$ cat config.mk
export PLATFORM = sky130hd
export DESIGN_NAME = dxt3_block_decoder
export DESIGN_NICKNAME = d
export VERILOG_FILES = /design/src/hw/rtl/dxt3_pkg.sv /design/src/hw/rtl/dxt3_front.sv /design/src/hw/rtl/dxt3_queue.sv /design/src/hw/rtl/dxt3_back.sv /design/src/hw/rtl/dxt3_block_decoder.sv
export VERILOG_INCLUDE_DIRS = /design/src /design/src/hw/rtl
export SDC_FILE = /design/constraint.sdc
export NUM_CORES = 1
export LEC_CHECK = 0
export BUFFER_PORTS_ARGS = -buffer_cell sky130_fd_sc_hd__buf_2
export CAP_MARGIN = 20
export CELL_PAD_IN_SITES_DETAIL_PLACEMENT = 0
export CELL_PAD_IN_SITES_GLOBAL_PLACEMENT = 1
export CORE_UTILIZATION = 25
export CTS_CLUSTER_DIAMETER = 30
export DETAILED_ROUTE_END_ITERATION = 10
export HOLD_SLACK_MARGIN = 0.15
export MAX_ROUTING_LAYER = met4
export PLACE_DENSITY = 0.46
export SLEW_MARGIN = 20
export SYNTH_ARGS = -nofsm -noshare
export SYNTH_HDL_FRONTEND = slang
export SYNTH_SLANG_ARGS = --single-unit
$ cat constraint.sdc
create_clock -name clk_i -period 10.2 [get_ports clk_i]
set_clock_uncertainty 0.15 [all_clocks]
set_input_delay 2.04 -clock clk_i [delete_from_list [all_inputs] [get_ports clk_i]]
set_output_delay 2.04 -clock clk_i [all_outputs]
set_load 0.1 [all_outputs]
$ cat src/hw/rtl/dxt3_block_decoder_macros.svh
// assertion macros for the dxt3 block decoder
`ifndef DXT3_BLOCK_DECODER_MACROS_SVH
`define DXT3_BLOCK_DECODER_MACROS_SVH

`ifndef SYNTHESIS

// property checked on every clock edge outside reset
`define DXT3_ASSERT(lbl, prop) \
  lbl: assert property (@(posedge clk_i) disable iff (!rst_ni) prop) \
    else $error("dxt3 block decoder check failed");

// condition that must never be true outside reset
`define DXT3_ASSERT_NEVER(lbl, cond) \
  lbl: assert property (@(posedge clk_i) disable iff (!rst_ni) !(cond)) \
    else $error("dxt3 block decoder forbidden condition");

`else

`define DXT3_ASSERT(lbl, prop)
`define DXT3_ASSERT_NEVER(lbl, cond)

`endif

`endif

$ cat src/hw/rtl/dxt3_pkg.sv
// types, constants and palette helpers shared by the dxt3 block decoder
`default_nettype none

package dxt3_pkg;

  localparam int unsigned InWidth  = 128;
  localparam int unsigned OutWidth = 40;

  localparam int unsigned QDepth = 2;
  localparam int unsigned QPtrW  = 1;
  localparam int unsigned QCntW  = 2;

  localparam logic [3:0] LastPix = 4'hF;

  typedef struct packed {
    logic [7:0] r;
    logic [7:0] g;
    logic [7:0] b;
  } rgb_t;

  // one decoded block waiting for the back end
  typedef struct packed {
    logic [63:0]    alpha_bits;
    logic [31:0]    index_bits;
    rgb_t [3:0]     palette;
  } blk_t;

  typedef struct packed {
    logic             full;
    logic             empty;
    logic [QCntW-1:0] count;
  } qstat_t;

  function automatic logic [7:0] widen5(input logic [4:0] v);
    return {v, v[4:2]};
  endfunction

  function automatic logic [7:0] widen6(input logic [5:0] v);
    return {v, v[5:4]};
  endfunction

  function automatic rgb_t expand565(input logic [15:0] c);
    rgb_t e;
    e.r = widen5(c[15:11]);
    e.g = widen6(c[10:5]);
    e.b = widen5(c[4:0]);
    return e;
  endfunction

  // floor(x / 3) for x up to 765, by reciprocal multiply (683 / 2048)
  function automatic logic [7:0] div3(input logic [9:0] x);
    logic [20:0] p;
    p = {11'd0, x} * 21'd683;
    return p[18:11];
  endfunction

  // (2a + b) / 3 per channel
  function automatic logic [7:0] blend(input logic [7:0] a, input logic [7:0] b);
    logic [9:0] s;
    s = {1'b0, a, 1'b0} + {2'b00, b};
    return div3(s);
  endfunction

  function automatic rgb_t mix(input rgb_t a, input rgb_t b);
    rgb_t m;
    m.r = blend(a.r, b.r);
    m.g = blend(a.g, b.g);
    m.b = blend(a.b, b.b);
    return m;
  endfunction

endpackage

`default_nettype wire

$ cat src/hw/rtl/dxt3_front.sv
// front end: accepts a block, builds its four-entry palette, pushes it to the queue
`default_nettype none

module dxt3_front
  import dxt3_pkg::*;
(
  input  wire logic                s_axis_tvalid_i,
  output logic                     s_axis_tready_o,
  input  wire logic [InWidth-1:0]  s_axis_tdata_i,
  input  wire logic                full_i,
  output logic                     push_o,
  output blk_t                     blk_o
);

  logic [63:0] alpha_bits;
  logic [15:0] endpoint_zero;
  logic [15:0] endpoint_one;
  logic [31:0] index_bits;
  rgb_t        ep0;
  rgb_t        ep1;

  assign alpha_bits    = s_axis_tdata_i[63:0];
  assign endpoint_zero = s_axis_tdata_i[79:64];
  assign endpoint_one  = s_axis_tdata_i[95:80];
  assign index_bits    = s_axis_tdata_i[127:96];

  always_comb begin
    ep0 = expand565(endpoint_zero);
    ep1 = expand565(endpoint_one);
    blk_o.alpha_bits = alpha_bits;
    blk_o.index_bits = index_bits;
    blk_o.palette[0] = ep0;
    blk_o.palette[1] = ep1;
    blk_o.palette[2] = mix(ep0, ep1);
    blk_o.palette[3] = mix(ep1, ep0);
  end

  assign s_axis_tready_o = !full_i;
  assign push_o          = s_axis_tvalid_i && !full_i;

endmodule

`default_nettype wire

$ cat src/hw/rtl/dxt3_queue.sv
// two-entry queue of decoded blocks between front and back end
`default_nettype none

module dxt3_queue
  import dxt3_pkg::*;
(
  input  wire logic clk_i,
  input  wire logic rst_ni,
  input  wire logic push_i,
  input  wire blk_t blk_i,
  input  wire logic pop_i,
  output blk_t      head_o,
  output qstat_t    stat_o
);

  blk_t             mem_q [QDepth];
  logic [QPtrW-1:0] wr_ptr_q, wr_ptr_d;
  logic [QPtrW-1:0] rd_ptr_q, rd_ptr_d;
  logic [QCntW-1:0] count_q, count_d;

  always_comb begin
    wr_ptr_d = push_i ? wr_ptr_q + 1'b1 : wr_ptr_q;
    rd_ptr_d = pop_i ? rd_ptr_q + 1'b1 : rd_ptr_q;
    count_d  = count_q;
    if (push_i && !pop_i) begin
      count_d = count_q + 1'b1;
    end else if (pop_i && !push_i) begin
      count_d = count_q - 1'b1;
    end
  end

  always_ff @(posedge clk_i or negedge rst_ni) begin
    if (!rst_ni) begin
      wr_ptr_q <= '0;
      rd_ptr_q <= '0;
      count_q  <= '0;
    end else begin
      wr_ptr_q <= wr_ptr_d;
      rd_ptr_q <= rd_ptr_d;
      count_q  <= count_d;
    end
  end

  always_ff @(posedge clk_i) begin
    if (push_i) begin
      mem_q[wr_ptr_q] <= blk_i;
    end
  end

  assign head_o       = mem_q[rd_ptr_q];
  assign stat_o.count = count_q;
  assign stat_o.full  = (count_q == QCntW'(QDepth));
  assign stat_o.empty = (count_q == '0);

endmodule

`default_nettype wire

$ cat src/hw/rtl/dxt3_back.sv
// back end: walks the head block pixel by pixel into the output register
`default_nettype none

module dxt3_back
  import dxt3_pkg::*;
(
  input  wire logic                 clk_i,
  input  wire logic                 rst_ni,
  input  wire blk_t                 head_i,
  input  wire logic                 head_valid_i,
  output logic                      pop_o,
  output logic                      m_axis_tvalid_o,
  input  wire logic                 m_axis_tready_i,
  output logic [OutWidth-1:0]       m_axis_tdata_o,
  output logic                      m_axis_tlast_o
);

  logic [3:0]          pix_q, pix_d;
  logic                vld_q, vld_d;
  logic [OutWidth-1:0] data_q, data_d;
  logic                last_q, last_d;
  logic                load;
  logic [3:0]          nib;
  logic [1:0]          sel;
  logic [7:0]          alpha;
  rgb_t                col;

  always_comb begin
    load  = head_valid_i && (!vld_q || m_axis_tready_i);
    nib   = head_i.alpha_bits[{pix_q, 2'b00} +: 4];
    sel   = head_i.index_bits[{pix_q, 1'b0} +: 2];
    // nibble * 17 * 2 saturates once the top bit is set
    alpha = nib[3] ? 8'hFF : {nib[2:0], nib, 1'b0};
    col   = head_i.palette[sel];
    pop_o = load && (pix_q == LastPix);
    pix_d = load ? pix_q + 1'b1 : pix_q;
    vld_d = load || (vld_q && !m_axis_tready_i);
    data_d = load ? {4'b0000, col.b, col.g, col.r, alpha, pix_q[1:0], pix_q[3:2]} : data_q;
    last_d = load ? (pix_q == LastPix) : last_q;
  end

  always_ff @(posedge clk_i or negedge rst_ni) begin
    if (!rst_ni) begin
      pix_q <= '0;
      vld_q <= 1'b0;
    end else begin
      pix_q <= pix_d;
      vld_q <= vld_d;
    end
  end

  always_ff @(posedge clk_i) begin
    data_q <= data_d;
    last_q <= last_d;
  end

  assign m_axis_tvalid_o = vld_q;
  assign m_axis_tdata_o  = data_q;
  assign m_axis_tlast_o  = last_q;

endmodule

`default_nettype wire

$ cat src/hw/rtl/dxt3_block_decoder.sv
// top level of the dxt3 (bc2) texture block decoder
`default_nettype none

// decodes one 16-byte dxt3 block per input item into sixteen argb pixels in
// raster order, one pixel item per clock while the output side takes them and
// the queue holds a block, so blocks follow each other with no gap. the pixel
// counter and output register in the back end set that rate.
// the front end expands the rgb565 endpoints, derives the two blended palette
// entries (always four-color mode) and pushes the block into a two-deep queue
// in the same cycle it is accepted; the block being walked keeps its slot until
// its last pixel, so one more block can be taken while the back end is busy.
// after acceptance the first pixel passes a queue slot, then the output register.
// alpha is the pixel's nibble replicated to 8 bits, doubled, clipped at 255.

`include "dxt3_block_decoder_macros.svh"

module dxt3_block_decoder
  import dxt3_pkg::*;
(
  input  wire logic                clk_i,
  input  wire logic                rst_ni,
  // alpha_bits[63:0], endpoint_zero[79:64], endpoint_one[95:80], index_bits[127:96]
  input  wire logic [InWidth-1:0]  s_axis_tdata_i,
  input  wire logic                s_axis_tvalid_i,
  output logic                     s_axis_tready_o,
  // pixel_row[1:0], pixel_col[3:2], alpha_out[11:4], red_out[19:12],
  // green_out[27:20], blue_out[35:28], zero fill[39:36]
  output logic [OutWidth-1:0]      m_axis_tdata_o,
  output logic                     m_axis_tvalid_o,
  input  wire logic                m_axis_tready_i,
  // last_pixel: high on the sixteenth pixel of a block
  output logic                     m_axis_tlast_o
);

  // front to queue
  logic   push;
  blk_t   front_blk;
  // queue to back
  blk_t   head;
  logic   pop;
  qstat_t qstat;

  dxt3_front u_front (
    .s_axis_tvalid_i (s_axis_tvalid_i),
    .s_axis_tready_o (s_axis_tready_o),
    .s_axis_tdata_i  (s_axis_tdata_i),
    .full_i          (qstat.full),
    .push_o          (push),
    .blk_o           (front_blk)
  );

  dxt3_queue u_queue (
    .clk_i  (clk_i),
    .rst_ni (rst_ni),
    .push_i (push),
    .blk_i  (front_blk),
    .pop_i  (pop),
    .head_o (head),
    .stat_o (qstat)
  );

  // back end only reads the head while the queue holds a block
  dxt3_back u_back (
    .clk_i           (clk_i),
    .rst_ni          (rst_ni),
    .head_i          (head),
    .head_valid_i    (!qstat.empty),
    .pop_o           (pop),
    .m_axis_tvalid_o (m_axis_tvalid_o),
    .m_axis_tready_i (m_axis_tready_i),
    .m_axis_tdata_o  (m_axis_tdata_o),
    .m_axis_tlast_o  (m_axis_tlast_o)
  );

  // accepted block must always find a free queue slot
  `DXT3_ASSERT(a_push_has_room, (s_axis_tvalid_i && s_axis_tready_o) |-> (qstat.count < QCntW'(QDepth)))

  // never pop an empty queue
  `DXT3_ASSERT_NEVER(a_no_pop_empty, pop && qstat.empty)

  // the pixel flagged last is always at row 3, column 3
  `DXT3_ASSERT(a_last_is_corner, (m_axis_tvalid_o && m_axis_tlast_o) |-> (m_axis_tdata_o[3:0] == 4'hF))

  // popping the last pixel of a block presents a last item next cycle
  `DXT3_ASSERT(a_pop_gives_last, pop |=> (m_axis_tvalid_o && m_axis_tlast_o))

endmodule

`default_nettype wire
# --- Word level (Yosys, flattened, before mapping) ---
# Memories as Yosys holds them, arrays and structs flattened.
# Index checks and enable logic that the tools add are counted.
totals:
  register_bits: 46
  mem_bits_rw: 384
  out_inout_bits: 43
  wordCells: 54
  memories: 1
op_classes:
  addsub: 11
  n_mul: 6
  order_cmp: 1
  eq_ne: 2
  shift: 2
  muxes: 7
  reduce_logical: 16
memory_table:
  columns: ["name", "words", "width", "read_ports", "rd_ports_with_merged_regs", "write_ports", "line", "rtl"]
  rows:
  - ["u_queue.mem_q", 2, 192, 1, 0, 1, "dxt3_queue.sv:16", "blk_t mem_q [QDepth];"]
op_table:
  columns: ["cell", "count"]
  rows:
  - ["10-bit by 10-bit multiplier with 19-bit output (second input constant)", 6]
  - ["64-bit by 7-bit indexed part select with 4-bit output", 1]
  - ["9-bit by 8-bit adder with 10-bit output", 6]
  - ["24-bit binary-select mux with 2-bit select", 1]
  - ["32-bit by 6-bit indexed part select with 2-bit output", 1]
  - ["24-bit two-way mux", 1]
  - ["1-bit logical AND", 6]
  - ["1-bit logical NOT", 6]
  - ["5-bit two-way mux", 1]
  - ["4-bit by 1-bit adder with 4-bit output (second input constant)", 1]
  - ["4-bit == test (second input constant)", 1]
  - ["2-bit two-way mux", 2]
  - ["2-bit by 3-bit < comparator with 1-bit output (second input constant)", 1]
  - ["1-bit adder (second input constant)", 2]
  - ["2-bit by 1-bit adder with 2-bit output (second input constant)", 1]
  - ["2-bit == test (second input constant)", 1]
  - ["2-bit logical NOT", 1]
  - ["1-bit logical OR", 2]
  - ["1-bit two-way mux", 2]
  - ["2-bit nonzero test", 1]
  - ["2-bit by 1-bit subtractor with 2-bit output (second input constant)", 1]

# --- Depth between registers and ports, before layout ---
logic_depth:
  depth_word: 7
  ltp_mapped: 26
  ltp_nobuf: 25

# --- Modules after synthesis ---
# Synthesis repeated with hierarchy kept, for this count alone.
hier_totals:
  hier_cells: 2228
  area_unflattened_um2: 29273.1
modules_own_cells:
  columns: ["module", "instances", "cells_per_inst", "area_per_inst_um2", "seq_area_each_um2"]
  rows:
  - ["dxt3_queue", 1, 613, 14062.2, 11631.2]
  - ["dxt3_front", 1, 1348, 12220.5, 0.0]
  - ["dxt3_back", 1, 266, 2986.6, 1116.1]
  - ["dxt3_block_decoder", 1, 1, 3.8, 0.0]

# --- Worst setup path after synthesis ---
# OpenSTA, ideal clock, no wires.
synth_timing:
  path_type: "input port to flip-flop"
  start: "input s_axis_tvalid_i"
  end: "memory u_queue.mem_q[0][100] in the netlist's numbering (enable)"
  setup_ns: 0.715
  arrival_time_ns: 9.489
  setup_slack_ns: -0.155
  path_stages: 2
  n_path_buf: 0
  path_cell_list: "nand2_1 -> nor2_1"
synth_between:
  elab_chain_cells: 3
synth_rtl:
  columns: ["item", "line", "rtl"]
  rows:
  - ["start, declared", "dxt3_block_decoder.sv:24", "input wire logic s_axis_tvalid_i,"]
  - ["1-bit logical AND", "dxt3_front.sv:39", "assign push_o = s_axis_tvalid_i && !full_i;"]
  - ["1-bit two-way mux", "dxt3_queue.sv:45", "if (push_i) begin"]
  - ["1-bit two-way mux (implied by the code)", "dxt3_queue.sv:46", "mem_q[wr_ptr_q] <= blk_i;"]
  - ["end, declared", "dxt3_queue.sv:16", null]
# No other way between the ends.

==> results_dict.tcl <==
set metrics [dict create \
    reg2reg_from "u_back.pix_q[0]" \
    die_area_sq_um 105200 \
    grtUsageMet2_pct 20.95 \
    drc 0 \
    netlist_area_sq_um 25990 \
    clock_latency_ns 0.66 \
    min_period_ns 8.114 \
    grt_usage_pct 12.65 \
    synthCells 1862 \
    yosys_warnings 0 \
    dieWidth_um 324.4 \
    drv_cap 0 \
    routed_wl_um 64090 \
    layout_commonest_cell "edfxtp_1" \
    worst-setup-path-type "in2reg" \
    end_kind "flop" \
    synth_xor_area_share_pct 4.651 \
    hp-class "reg2reg" \
    clock_tree.buffer_depth 3 \
    setup_tns_ns 0 \
    synth_top_family_by_area "adder cells" \
    pin_count 175 \
    regArea_sq_um 11790 \
    synth_edf_count 385 \
    path_common_cell "ha_1" \
    fin_nets 2737 \
    r2r-end "u_back.m_axis_tdata_o[23]" \
    finalCritPeriodShare_pct 79.55 \
    slew_viol_final 0 \
    portBuffers 170 \
    initial_core_util_pct 25.36 \
    drt_iter0_drc 497 \
    syn_avg_cell_area_sq_um 13.96 \
    gp_congestion 0.7857 \
    wire_per_inst_um 17.98 \
    htreeDepth 3 \
    synthAdderAreaFrac_pct 27.39 \
    cts_buffers 99 \
    slew_headroom_pct 34.66 \
    grt_max_degree 69 \
    cts-root-buf "clkbuf_16" \
    postCtsSetupBuffers 0 \
    start_kind "input port" \
    min_from "u_back.pix_q[0]" \
    synth-compound-area-share_pct 5.575 \
    critical_path_required_ns 10.43 \
    die_h_um 324.4 \
    synth-simple-area-share_pct 3.260 \
    ys_ff_latch 394 \
    hold_buffers 0 \
    mostFrequentLayoutCells "edfxtp_1 (385), ha_1 (372), inv_1 (250)" \
    row_count 117 \
    worstMarginPinSlew_ns 0.9801 \
    overflow 0 \
    r2r_slack_ns 5.48 \
    placeableCoreArea_sq_um 102500 \
    area_delta_synth_final_pct 23.20 \
    setup_viol 0 \
    hold_viol 0 \
    max_stage_delay_ns 0.67 \
    num_vias 15130 \
    multiInputGateArea_sq_um 12980 \
    clk_pin_slew_ns 0.05 \
    cts-resized-gates 0 \
    critPathCapture "u_queue.mem_q[0][63]" \
    drtPass1Iterations 4 \
    ys_seq_area_share_pct 45.35 \
    dp.final_hpwl_um 48280 \
    use_met1_pct 15.66 \
    crit_start "s_axis_tdata_i[73]" \
    yosys.cell_types.count 57 \
    cts_sinks 394 \
    max_freq_mhz 123.2 \
    fillCellCount 10210 \
    outcome "complete, no violations" \
    antenna_found_initial 1 \
    ant_nets 0 \
    met3_usage_pct 2.308 \
    synthFlopType "edfxtp_1" \
    slowest_stage "o21ai_0" \
    crit_arrival_ns 8.35 \
    async_flop_share_pct 2.284 \
    cp_max_fo 7 \
    synth_mux_area_share_pct 8.907 \
    grt_pass1_vias 16810 \
    vias_per_cell 4.246 \
    hold_depth 1 \
    rsz0062_at_grt "false" \
    reg2reg_depth 9 \
    grt_pass1_wl_um 99100 \
    grt-busiest-layer "met2" \
    layout-drive-gt1-share_pct 20.00 \
    cts_tree "done" \
]
-- metrics by stage --
stage / std cells / hold WS, ns / setup WS, ns / utilization (%) / area [sq um]
final: 3564 / 0.3422 / 2.086 / 31.24 / 32020
after CTS: 3562 / 0.3483 / 2.061 / 31.22 / 31990
after global routing: 3564 / 0.3797 / 1.504 / 31.24 / 32020
after floorplan: 1865 / 0.2731 / 2.430 / - / 26000
after global placement: 3376 / 0.3352 / 1.489 / 27.72 / 28400
after detailed placement: 3376 / 0.3420 / 1.361 / 27.72 / 28400
-- critical path: cells and delay by family --
kind            cells  cell delay, ns
fa+ha+maj           8            2.67
simple gates        2            0.14
xor+xnor            1            0.16
buf+inv             5            0.55
compound gates     10            2.77
-- kinds of logic (layout without fill, tap and decap cells) --
| kind of cell | after synthesis | after routing |
|---|---|---|
| AOI/OAI and AO/OA | 205 | 205 |
| xor gates and xnor gates | 138 | 138 |
| adders and majority gates | 495 | 495 |
| buffers and inverters | 295 | 625 |
| DFF | 394 | 394 |
| muxes | 149 | 149 |
| other | 1 | 5 |
| and+or+nand+nor | 185 | 185 |
-- per-layer routing --
metal | up-vias | routed length, um
met3 | 102 | 2052
met5 | - | 0
li1 | 7310 | -
met1 | 7480 | 29370
met2 | 241 | 31350
met4 | 0 | 1306
-- how the worst min path moves through the flow --
stage | to | slack, ns
global route | u_back.pix_q[0] | 0.38
finish | u_back.pix_q[0] | 0.34
CTS | u_back.pix_q[0] | 0.35
global placement | u_queue.count_q[1] | 0.34
detailed placement | u_back.pix_q[0] | 0.34
floorplan | u_back.m_axis_tdata_o[1] | 0.27
-- state kept, by name (all words and copies together), names as in the netlist --
register                flops
u_queue.wr_ptr_q            1
u_back.pix_q                4
u_queue.count_q             2
u_back.m_axis_tlast_o       1
u_back.m_axis_tvalid_o      1
u_queue.mem_q             352
u_queue.rd_ptr_q            1
u_back.m_axis_tdata_o      32
-- layout make-up --
cell class | instances | share of cell area (%)
Inverter | 250 | 2.931
Tap cell | 1368 | 5.346
Multi-Input combinational cell | 1176 | 40.53
Clock buffer | 108 | 7.910
Sequential cell | 394 | 36.83
Clock inverter | 78 | 3.298
Antenna cell | 1 | 0.007816
Timing Repair Buffer | 189 | 3.142
-- Yosys cell counts (16+ instances only) --
master / instances / area [sq um]
mux2_1: 24 / 270.3
mux4_2: 55 / 1239
xor2_1: 45 / 394.1
a21o_1: 26 / 195.2
nor2_1: 70 / 262.8
mux2i_1: 55 / 550.5
o21ai_0: 31 / 155.2
ha_1: 372 / 4654
nor3_1: 18 / 90.09
o221ai_2: 16 / 240.2
edfxtp_1: 385 / 11560
fa_1: 123 / 2462
a21oi_1: 54 / 270.3
o22ai_1: 16 / 100.1
nand2_1: 43 / 161.4
xnor2_1: 93 / 814.5
inv_1: 250 / 938.4
Power is not shown: default switching activity piles up to over one toggle a cycle in this logic, so the estimate is an artifact.
